[src/sv/tfsc_pkg.sv]
// Package: types, codes and sizes of the TCP flag statistics counters.
package tfsc_pkg;

  localparam int unsigned DEF_COUNT_WIDTH = 32;
  localparam int unsigned OUT_WIDTH       = 32;
  localparam int unsigned SIZE_WIDTH      = 16;
  localparam int unsigned NUM_DIRS        = 2;
  localparam int unsigned NUM_KINDS       = 5;

  localparam logic [1:0] ACT_PACKET    = 2'd0;
  localparam logic [1:0] ACT_CLEAR_INT = 2'd1;
  localparam logic [1:0] ACT_CLEAR_ALL = 2'd2;
  localparam logic [1:0] ACT_READ      = 2'd3;

  localparam int unsigned KIND_SYN    = 0;
  localparam int unsigned KIND_SYNACK = 1;
  localparam int unsigned KIND_FIN    = 2;
  localparam int unsigned KIND_RST    = 3;
  localparam int unsigned KIND_ZWIN   = 4;

  localparam int unsigned FLAG_FIN = 0;
  localparam int unsigned FLAG_SYN = 1;
  localparam int unsigned FLAG_RST = 2;
  localparam int unsigned FLAG_ACK = 4;

  typedef struct packed {
    logic [1:0]            action;
    logic [1:0]            direction;
    logic [7:0]            tcp_flags;
    logic [15:0]           window_size;
    logic [SIZE_WIDTH-1:0] packet_size;
  } req_t;

  typedef struct packed {
    logic [OUT_WIDTH-1:0]  syn_interval;
    logic [OUT_WIDTH-1:0]  synack_interval;
    logic [OUT_WIDTH-1:0]  fin_interval;
    logic [OUT_WIDTH-1:0]  rst_interval;
    logic [OUT_WIDTH-1:0]  zero_window_interval;
    logic [OUT_WIDTH-1:0]  syn_total;
    logic [OUT_WIDTH-1:0]  synack_total;
    logic [OUT_WIDTH-1:0]  fin_total;
    logic [OUT_WIDTH-1:0]  rst_total;
    logic [OUT_WIDTH-1:0]  zero_window_total;
    logic [SIZE_WIDTH-1:0] largest_packet;
  } rsp_t;

endpackage

[src/sv/tfsc_ram.sv]
// Generic RAM: one write port, two registered read ports.
module tfsc_ram #(
  parameter int unsigned Width = 32,
  parameter int unsigned Depth = 2,
  localparam int unsigned AddrWidth = (Depth > 1) ? $clog2(Depth) : 1
) (
  input  logic                 clk_i,
  input  logic                 we_i,
  input  logic [AddrWidth-1:0] waddr_i,
  input  logic [Width-1:0]     wdata_i,
  input  logic                 re_i,
  input  logic [AddrWidth-1:0] raddr_a_i,
  input  logic [AddrWidth-1:0] raddr_b_i,
  output logic [Width-1:0]     rdata_a_o,
  output logic [Width-1:0]     rdata_b_o
);

  logic [Width-1:0] mem_q [Depth];
  logic [Width-1:0] rdata_a_q;
  logic [Width-1:0] rdata_b_q;

  always_ff @(posedge clk_i) begin
    if (we_i) begin
      mem_q[waddr_i] <= wdata_i;
    end
    if (re_i) begin
      rdata_a_q <= mem_q[raddr_a_i];
      rdata_b_q <= mem_q[raddr_b_i];
    end
  end

  assign rdata_a_o = rdata_a_q;
  assign rdata_b_o = rdata_b_q;

endmodule

[src/sv/tcp_flag_statistics_counters_top.sv]
// Top level: per-direction TCP flag counters kept in a row RAM with read-modify-write.
//
//   channel | signals                       | payload
//   request | in_valid_i / in_ready_o       | in_i  (tfsc_pkg::req_t)
//   result  | out_valid_o / out_ready_i     | out_o (tfsc_pkg::rsp_t)
//
// One request per cycle while in_ready_o is high; the RAM is read at the accepting edge,
// then one row-update stage feeds the output register that raises out_valid_o.
// One RAM row per direction; both rows are read each request for merged reports,
// and a back-to-back write to a row being read is served by forwarding.
// Reset clears valid and forwarding flags, not RAM rows; an invalid row reads as zero.
// When the output register is held, an item in the update stage stalls and in_ready_o drops.
module tcp_flag_statistics_counters_top #(
  parameter int unsigned COUNT_WIDTH = tfsc_pkg::DEF_COUNT_WIDTH
) (
  input  logic            clk_i,
  input  logic            rst_ni,
  input  logic            in_valid_i,
  output logic            in_ready_o,
  input  tfsc_pkg::req_t  in_i,
  output logic            out_valid_o,
  input  logic            out_ready_i,
  output tfsc_pkg::rsp_t  out_o
);

  localparam int unsigned CW     = COUNT_WIDTH;
  localparam int unsigned NK     = tfsc_pkg::NUM_KINDS;
  localparam int unsigned SW     = tfsc_pkg::SIZE_WIDTH;
  localparam int unsigned OW     = tfsc_pkg::OUT_WIDTH;
  localparam int unsigned RowW   = 2 * NK * CW + SW;
  localparam int unsigned TotOff = NK * CW;
  localparam int unsigned LgOff  = 2 * NK * CW;

  logic                          s1_valid_q;
  tfsc_pkg::req_t                s1_q;
  logic                          s1_fire;
  logic                          in_fire;
  logic                          out_valid_q;
  tfsc_pkg::rsp_t                out_q;
  logic [tfsc_pkg::NUM_DIRS-1:0] iv_q;
  logic [tfsc_pkg::NUM_DIRS-1:0] tv_q;
  logic                          fwd_a_q;
  logic                          fwd_b_q;
  logic [RowW-1:0]               fwd_data_q;

  logic            we;
  logic            row_a;
  logic            row_b;
  logic            merged;
  logic [RowW-1:0] rd_a;
  logic [RowW-1:0] rd_b;
  logic [RowW-1:0] src_a;
  logic [RowW-1:0] src_b;
  logic [RowW-1:0] wdata;

  logic [CW-1:0] a_iv [NK];
  logic [CW-1:0] a_tv [NK];
  logic [CW-1:0] b_iv [NK];
  logic [CW-1:0] b_tv [NK];
  logic [SW-1:0] a_lg;
  logic [SW-1:0] b_lg;
  logic [NK-1:0] hit;
  logic [CW:0]   sum_iv [NK];
  logic [CW:0]   sum_tv [NK];
  logic [CW-1:0] rep_iv [NK];
  logic [CW-1:0] rep_tv [NK];
  logic [OW-1:0] cl_iv  [NK];
  logic [OW-1:0] cl_tv  [NK];
  logic [SW-1:0] rep_lg;
  tfsc_pkg::rsp_t rsp;

  assign s1_fire    = s1_valid_q && (!out_valid_q || out_ready_i);
  assign in_ready_o = !s1_valid_q || s1_fire;
  assign in_fire    = in_valid_i && in_ready_o;

  assign row_a  = s1_q.direction[0];
  assign row_b  = ~s1_q.direction[0];
  assign merged = s1_q.direction[1];
  assign we     = s1_fire && (s1_q.action == tfsc_pkg::ACT_PACKET) && !merged;

  tfsc_ram #(
    .Width(RowW),
    .Depth(tfsc_pkg::NUM_DIRS)
  ) u_ram (
    .clk_i    (clk_i),
    .we_i     (we),
    .waddr_i  (row_a),
    .wdata_i  (wdata),
    .re_i     (in_fire),
    .raddr_a_i(in_i.direction[0]),
    .raddr_b_i(~in_i.direction[0]),
    .rdata_a_o(rd_a),
    .rdata_b_o(rd_b)
  );

  assign src_a = fwd_a_q ? fwd_data_q : rd_a;
  assign src_b = fwd_b_q ? fwd_data_q : rd_b;

  always_comb begin
    hit = '0;
    hit[tfsc_pkg::KIND_RST]    = s1_q.tcp_flags[tfsc_pkg::FLAG_RST];
    hit[tfsc_pkg::KIND_ZWIN]   = (s1_q.window_size == '0) &&
                                 !s1_q.tcp_flags[tfsc_pkg::FLAG_RST];
    hit[tfsc_pkg::KIND_SYNACK] = s1_q.tcp_flags[tfsc_pkg::FLAG_SYN] &&
                                 s1_q.tcp_flags[tfsc_pkg::FLAG_ACK];
    hit[tfsc_pkg::KIND_SYN]    = s1_q.tcp_flags[tfsc_pkg::FLAG_SYN] &&
                                 !s1_q.tcp_flags[tfsc_pkg::FLAG_ACK];
    hit[tfsc_pkg::KIND_FIN]    = s1_q.tcp_flags[tfsc_pkg::FLAG_FIN] &&
                                 !s1_q.tcp_flags[tfsc_pkg::FLAG_SYN];
  end

  // effective rows after this request's action
  always_comb begin
    for (int k = 0; k < NK; k++) begin
      a_iv[k] = iv_q[row_a] ? src_a[k*CW +: CW] : '0;
      a_tv[k] = tv_q[row_a] ? src_a[TotOff + k*CW +: CW] : '0;
      b_iv[k] = iv_q[row_b] ? src_b[k*CW +: CW] : '0;
      b_tv[k] = tv_q[row_b] ? src_b[TotOff + k*CW +: CW] : '0;
    end
    a_lg = tv_q[row_a] ? src_a[LgOff +: SW] : '0;
    b_lg = tv_q[row_b] ? src_b[LgOff +: SW] : '0;
    case (s1_q.action)
      tfsc_pkg::ACT_PACKET: begin
        if (!merged) begin
          for (int k = 0; k < NK; k++) begin
            if (hit[k]) begin
              a_iv[k] = (a_iv[k] == '1) ? a_iv[k] : a_iv[k] + CW'(1);
              a_tv[k] = (a_tv[k] == '1) ? a_tv[k] : a_tv[k] + CW'(1);
            end
          end
          if (s1_q.packet_size > a_lg) begin
            a_lg = s1_q.packet_size;
          end
        end
      end
      tfsc_pkg::ACT_CLEAR_INT: begin
        for (int k = 0; k < NK; k++) begin
          a_iv[k] = '0;
          b_iv[k] = '0;
        end
      end
      tfsc_pkg::ACT_CLEAR_ALL: begin
        for (int k = 0; k < NK; k++) begin
          a_iv[k] = '0;
          b_iv[k] = '0;
          a_tv[k] = '0;
          b_tv[k] = '0;
        end
        a_lg = '0;
        b_lg = '0;
      end
      tfsc_pkg::ACT_READ: begin
      end
      default: begin
      end
    endcase
  end

  always_comb begin
    for (int k = 0; k < NK; k++) begin
      wdata[k*CW +: CW]          = a_iv[k];
      wdata[TotOff + k*CW +: CW] = a_tv[k];
    end
    wdata[LgOff +: SW] = a_lg;
  end

  always_comb begin
    for (int k = 0; k < NK; k++) begin
      sum_iv[k] = {1'b0, a_iv[k]} + {1'b0, b_iv[k]};
      sum_tv[k] = {1'b0, a_tv[k]} + {1'b0, b_tv[k]};
      if (merged) begin
        rep_iv[k] = sum_iv[k][CW] ? '1 : sum_iv[k][CW-1:0];
        rep_tv[k] = sum_tv[k][CW] ? '1 : sum_tv[k][CW-1:0];
      end else begin
        rep_iv[k] = a_iv[k];
        rep_tv[k] = a_tv[k];
      end
    end
    rep_lg = (merged && (b_lg > a_lg)) ? b_lg : a_lg;
  end

  if (CW > OW) begin : g_clamp
    always_comb begin
      for (int k = 0; k < NK; k++) begin
        cl_iv[k] = (|rep_iv[k][CW-1:OW]) ? '1 : rep_iv[k][OW-1:0];
        cl_tv[k] = (|rep_tv[k][CW-1:OW]) ? '1 : rep_tv[k][OW-1:0];
      end
    end
  end else begin : g_extend
    always_comb begin
      for (int k = 0; k < NK; k++) begin
        cl_iv[k] = OW'(rep_iv[k]);
        cl_tv[k] = OW'(rep_tv[k]);
      end
    end
  end

  always_comb begin
    rsp.syn_interval         = cl_iv[tfsc_pkg::KIND_SYN];
    rsp.synack_interval      = cl_iv[tfsc_pkg::KIND_SYNACK];
    rsp.fin_interval         = cl_iv[tfsc_pkg::KIND_FIN];
    rsp.rst_interval         = cl_iv[tfsc_pkg::KIND_RST];
    rsp.zero_window_interval = cl_iv[tfsc_pkg::KIND_ZWIN];
    rsp.syn_total            = cl_tv[tfsc_pkg::KIND_SYN];
    rsp.synack_total         = cl_tv[tfsc_pkg::KIND_SYNACK];
    rsp.fin_total            = cl_tv[tfsc_pkg::KIND_FIN];
    rsp.rst_total            = cl_tv[tfsc_pkg::KIND_RST];
    rsp.zero_window_total    = cl_tv[tfsc_pkg::KIND_ZWIN];
    rsp.largest_packet       = rep_lg;
  end

  always_ff @(posedge clk_i or negedge rst_ni) begin
    if (!rst_ni) begin
      s1_valid_q  <= 1'b0;
      out_valid_q <= 1'b0;
      iv_q        <= '0;
      tv_q        <= '0;
      fwd_a_q     <= 1'b0;
      fwd_b_q     <= 1'b0;
    end else begin
      if (in_ready_o) begin
        s1_valid_q <= in_valid_i;
        // RAM returns old data when written at the read edge
        fwd_a_q    <= in_fire && we && (row_a == in_i.direction[0]);
        fwd_b_q    <= in_fire && we && (row_a == ~in_i.direction[0]);
      end
      if (s1_fire) begin
        out_valid_q <= 1'b1;
      end else if (out_ready_i) begin
        out_valid_q <= 1'b0;
      end
      if (s1_fire) begin
        case (s1_q.action)
          tfsc_pkg::ACT_PACKET: begin
            if (!merged) begin
              iv_q[row_a] <= 1'b1;
              tv_q[row_a] <= 1'b1;
            end
          end
          tfsc_pkg::ACT_CLEAR_INT: begin
            iv_q <= '0;
          end
          tfsc_pkg::ACT_CLEAR_ALL: begin
            iv_q <= '0;
            tv_q <= '0;
          end
          default: begin
          end
        endcase
      end
    end
  end

  always_ff @(posedge clk_i) begin
    if (in_fire) begin
      s1_q       <= in_i;
      fwd_data_q <= wdata;
    end
    if (s1_fire) begin
      out_q <= rsp;
    end
  end

  assign out_valid_o = out_valid_q;
  assign out_o       = out_q;

  a_fwd_one_port: assert property (@(posedge clk_i) disable iff (!rst_ni)
    !(fwd_a_q && fwd_b_q))
    else $error("forwarding selected for both read ports");

  a_fwd_needs_item: assert property (@(posedge clk_i) disable iff (!rst_ni)
    (fwd_a_q || fwd_b_q) |-> s1_valid_q)
    else $error("forwarding flag without an item in the update stage");

  a_clear_all: assert property (@(posedge clk_i) disable iff (!rst_ni)
    (s1_fire && (s1_q.action == tfsc_pkg::ACT_CLEAR_ALL)) |=>
      (iv_q == '0) && (tv_q == '0))
    else $error("rows still valid after clear-all");

  a_stall_cause: assert property (@(posedge clk_i) disable iff (!rst_ni)
    !in_ready_o |-> (out_valid_q && s1_valid_q && !out_ready_i))
    else $error("request side stalled without a held result");

endmodule
[config.mk]
export PLATFORM = sky130hd
export DESIGN_NAME = tcp_flag_statistics_counters_top
export DESIGN_NICKNAME = d
export VERILOG_FILES = /design/src/sv/tfsc_pkg.sv /design/src/sv/tfsc_ram.sv /design/src/sv/tcp_flag_statistics_counters_top.sv
export SDC_FILE = /design/constraint.sdc
export NUM_CORES = 2
export LEC_CHECK = 0
export BUFFER_PORTS_ARGS = -buffer_cell sky130_fd_sc_hd__buf_2
export CORE_MARGIN = 2
export CORE_UTILIZATION = 40
export DETAILED_ROUTE_END_ITERATION = 12
export PLACE_DENSITY = 0.6
export SLEW_MARGIN = 20
export SYNTH_ARGS = -nofsm -noshare
export SYNTH_HDL_FRONTEND = slang
export SYNTH_SLANG_ARGS = --single-unit
[constraint.sdc]
create_clock -name clk_i -period 34.6 [get_ports clk_i]
set_input_delay 1.73 -clock clk_i [delete_from_list [all_inputs] [get_ports clk_i]]
set_output_delay 1.73 -clock clk_i [all_outputs]
set_load 0.02 [all_outputs]
==> metrics.md <==
| Metric | Value |
|---|---|
| Critical-path cell list | `buf_4 -> buf_12 -> buf_4 -> buf_4 -> mux2i_1 -> or3_1 -> nor4_2 -> nand4_1 -> o21ai_1 -> nor4bb_1 -> nand3b_1 -> mux2i_1 -> ha_1 -> nand3_1 -> or2_2 -> inv_1 -> nand4_1 -> a2111oi_0 -> o211ai_1 -> a31oi_1 -> a21o_1 -> o22a_1` |
| Num CTS Buffers | `230` |
| FF-to-FF setup slack | `23.68 ns` |
| Status | `completed` |
| Total number of vias | `73300` |
| Gr usage total | `20.4%` |
| Die Height | `529 um` |
| Global-route wire length before repair | `442000 um` |
| Final setup fails | `0` |
| Final wirelength | `293000 um` |
| RSZ-0062 raised after global routing | `no` |
| Largest area contributor in the netlist | `edfxtp_1` |
| Synth Cell Area | `110000 sq um` |
| Drt first pass iters | `8` |
| Filler cell count | `24700` |
| Critical Path AT | `11.59 ns` |
| # resized after CTS | `0` |
| Max rail drop VDD | `0.0000456 V` |
| Worst r2r path cells | `22` |
| DR top layer | `met4` |
| Register area share after synthesis | `56.2%` |
| Hold Path Origin | `u_ram.mem_q[1][244]` |
| Placed Cells | `12400` |
| Max-cap viol count | `0` |
| Worst R2R Start | `fwd_a_q` |
| Initial antenna violation count | `19` |
| Vias per cell | `5.71` |
| Top_reg_cell synth | `edfxtp_1` |
| Setup Buffers After CTS | `0` |
| Switching pwr | `1.43 mW` |
| Routed wl met3 | `14700 um` |
| Vias in the first global route | `73600` |
| Pwr dens | `47.9 nW/um^2` |
| Crit path largest cell delay | `1.02 ns` |
| Drt drc | `0` |
| Rel. slew slack | `23.3%` |
| Crit path max fanout | `108` |
| M1 wire length | `128000 um` |
| Top cells by area, synth | `edfxtp_1 (56%), mux2_2 (7.7%), mux2i_1 (6.6%)` |
| CTS tree | `done` |
| Most common cell on crit path | `buf_4` |
| Worst-path clk slew | `0.06 ns` |
| Met2 WL | `139000 um` |
| Routability congestion estimate | `0.880` |
| CP required | `35.27 ns` |
| Sw frac | `24.1%` |
| Clock buffer depth | `4` |
| Largest net degree at the start of global routing | `173` |
| Final hold slack | `0.490 ns` |
| Distinct cells, synth | `113` |
| Dpl hpwl | `191000 um` |
| Initial core utilization | `40.2%` |
| Die X | `529 um` |
| Remaining antenna violation count after routing | `0` |
| I/O pin total | `386` |
| Clk pwr share | `41.5%` |
| DR WL/cell | `22.8 um` |
| Ys async rst share | `0.388%` |
| Internal | `4.49 mW` |
| Synth warnings | `0` |
| Critical path startpoint category | `register` |
| R2r endpoint | `out_o[48]` |
| Final period util | `31.6%` |
| Count of final hold-check violations | `0` |
| Mapped Cells | `8727` |
| Tmin final | `10.92 ns` |
| CTS sink cnt | `2064` |
| TNS Setup | `0 ns` |
| Most frequent cells after synthesis | `edfxtp_1 (2056), nor2_1 (984), mux2_2 (753), mux2i_1 (725), nand2_1 (434)` |
| Worst-margin pin slew | `1.15 ns` |
| Count leader, synth | `edfxtp_1` |
| Final #Nets | `9480` |
| Hold Path Depth | `1` |
| Post-route insts no fill | `12800` |
| DIE AREA | `280000 sq um` |
| Syn avg cell area | `12.6 sq um` |
| Number of synthesized flops with an enable pin | `2056` |
| Clock Latency Late Sink | `0.93 ns` |
| FMAX | `91.6 MHz` |
| H-tree depth | `4` |
| GRT overflow | `0` |
| Worst hold path type | `reg2reg` |
| Std cell rows | `192` |
| Flop pwr share | `49.8%` |
| Seq cells post-synth | `2064` |
| Core region area | `274000 sq um` |
| Layout area overhead | `12.0%` |
| Clk root buf | `clkbuf_16` |
| Nature of the critical path endpoint | `register` |
| Crit Path Class | `reg2reg` |
| Number of port buffers | `381` |
| Count of pins over their slew limit | `0` |
| P_leak | `44.5 nW` |
| Synth top area share | `56.0%` |
| Clk_skew | `0.108 ns` |
| Iter 0 DRT Violations | `5748` |
| Post-Syn Nets | `9150` |
| Hold buffer count at CTS | `0` |
| Gate power share | `8.7%` |
| CP max stage cell | `a2111oi_0` |
| Fraction of layout cells with a size suffix above 1 | `18.2%` |
| Hold EP | `u_ram.rdata_a_o[244]` |
-- power by group through the flow --
stage | Sequential, mW | Clock [mW] | Combinational (mW)
after detailed placement | 3.00 | 0 | 0.519
after floorplan | 3.13 | 0 | 0.300
final | 2.94 | 2.45 | 0.517
after global routing | 2.95 | 2.60 | 0.559
after CTS | 2.95 | 2.51 | 0.522
after global placement | 2.99 | 0 | 0.511
-- worst max-delay path, delay by kind of cell (launching register included) --
kind	cells	cell delay, ns
flip-flops	1	0.90
AND/OR/NAND/NOR	8	2.22
multiplexers	2	0.80
AO/OA/AOI/OAI	6	3.37
buffers and inverters	5	2.85
adder cells (fa/ha/maj)	1	0.26
-- sequential cells by signal (all words and copies together) (netlist names), 2 cells and up --
register / cells
fwd_data_q: 336
iv_q: 2
out_o: 336
s1_q: 37
tv_q: 2
u_ram.mem_q: 672
u_ram.rdata_a_o: 336
u_ram.rdata_b_o: 336
-- cells by family after synthesis --
group,count (synthesis),share of synthesized area (%)
buffers and inverters,534,2.17
adders and majority gates,375,4.33
DFF,2064,56.2
and+or+nand+nor,2379,10.3
xor gates and xnor gates,380,3.02
AOI/OAI and AO/OA,1511,9.60
muxes,1484,14.4
-- routing by layer --
metal	track usage, %	vias up
met4	7.12	0
li1	-	34100
met3	2.64	491
met2	34.0	2013
met1	27.1	36700
met5	0	-
-- cell type report --
cell class              instances  area, sq um  area share (%)
repair buffers                492         2930            2.38
clock buffers                 264         5910            4.80
flip-flops and latches       2064        61900            50.2
inverters                     140          533           0.432
well taps                    3589         4490            3.64
multi-input cells            6129        45900            37.2
clock inverters               147         1570            1.28
diodes                         12         30.0          0.0243
-- cells in the final DEF (no fill, tap or decap), types with 229 or more instances in the layout --
cell type  Yosys  layout
a21oi_1      343     341
buf_2         31     380
clkbuf_16      0     231
edfxtp_1    2056    2056
ha_1         365     365
mux2_2       753     753
mux2i_1      725     725
nand2_1      434     433
nand3_1      229     229
nor2_1       984     980
o21ai_0      237     237
o22a_1       248     248
xnor2_1      240     240
-- through the flow --
| step | total power [mW] | util, % | cell area (sq um) | setup WS [ns] |
|---|---|---|---|---|
| 2_1_floorplan | 3.43 | - | 110000 | 7.45 |
| 3_3_place_gp | 3.50 | 42.3 | 116000 | 23.99 |
| 3_5_place_dp | 3.52 | 42.3 | 116000 | 23.81 |
| 4_1_cts | 5.98 | 45.0 | 123000 | 23.71 |
| 5_1_grt | 6.12 | 45.0 | 123000 | 23.03 |
| 6_report | 5.91 | 45.0 | 123000 | 23.68 |
-- how the worst max path moves through the flow --
stage / from / endpoint / slack (ns)
2_1_floorplan: out_ready_i / fwd_data_q[0] / 7.45
3_3_place_gp: fwd_a_q / out_o[48] / 23.99
3_5_place_dp: fwd_a_q / out_o[49] / 23.81
4_1_cts: fwd_a_q / out_o[49] / 23.71
5_1_grt: fwd_a_q / out_o[49] / 23.03
6_report: fwd_a_q / out_o[48] / 23.68
Power figures use the tool's default switching activity.
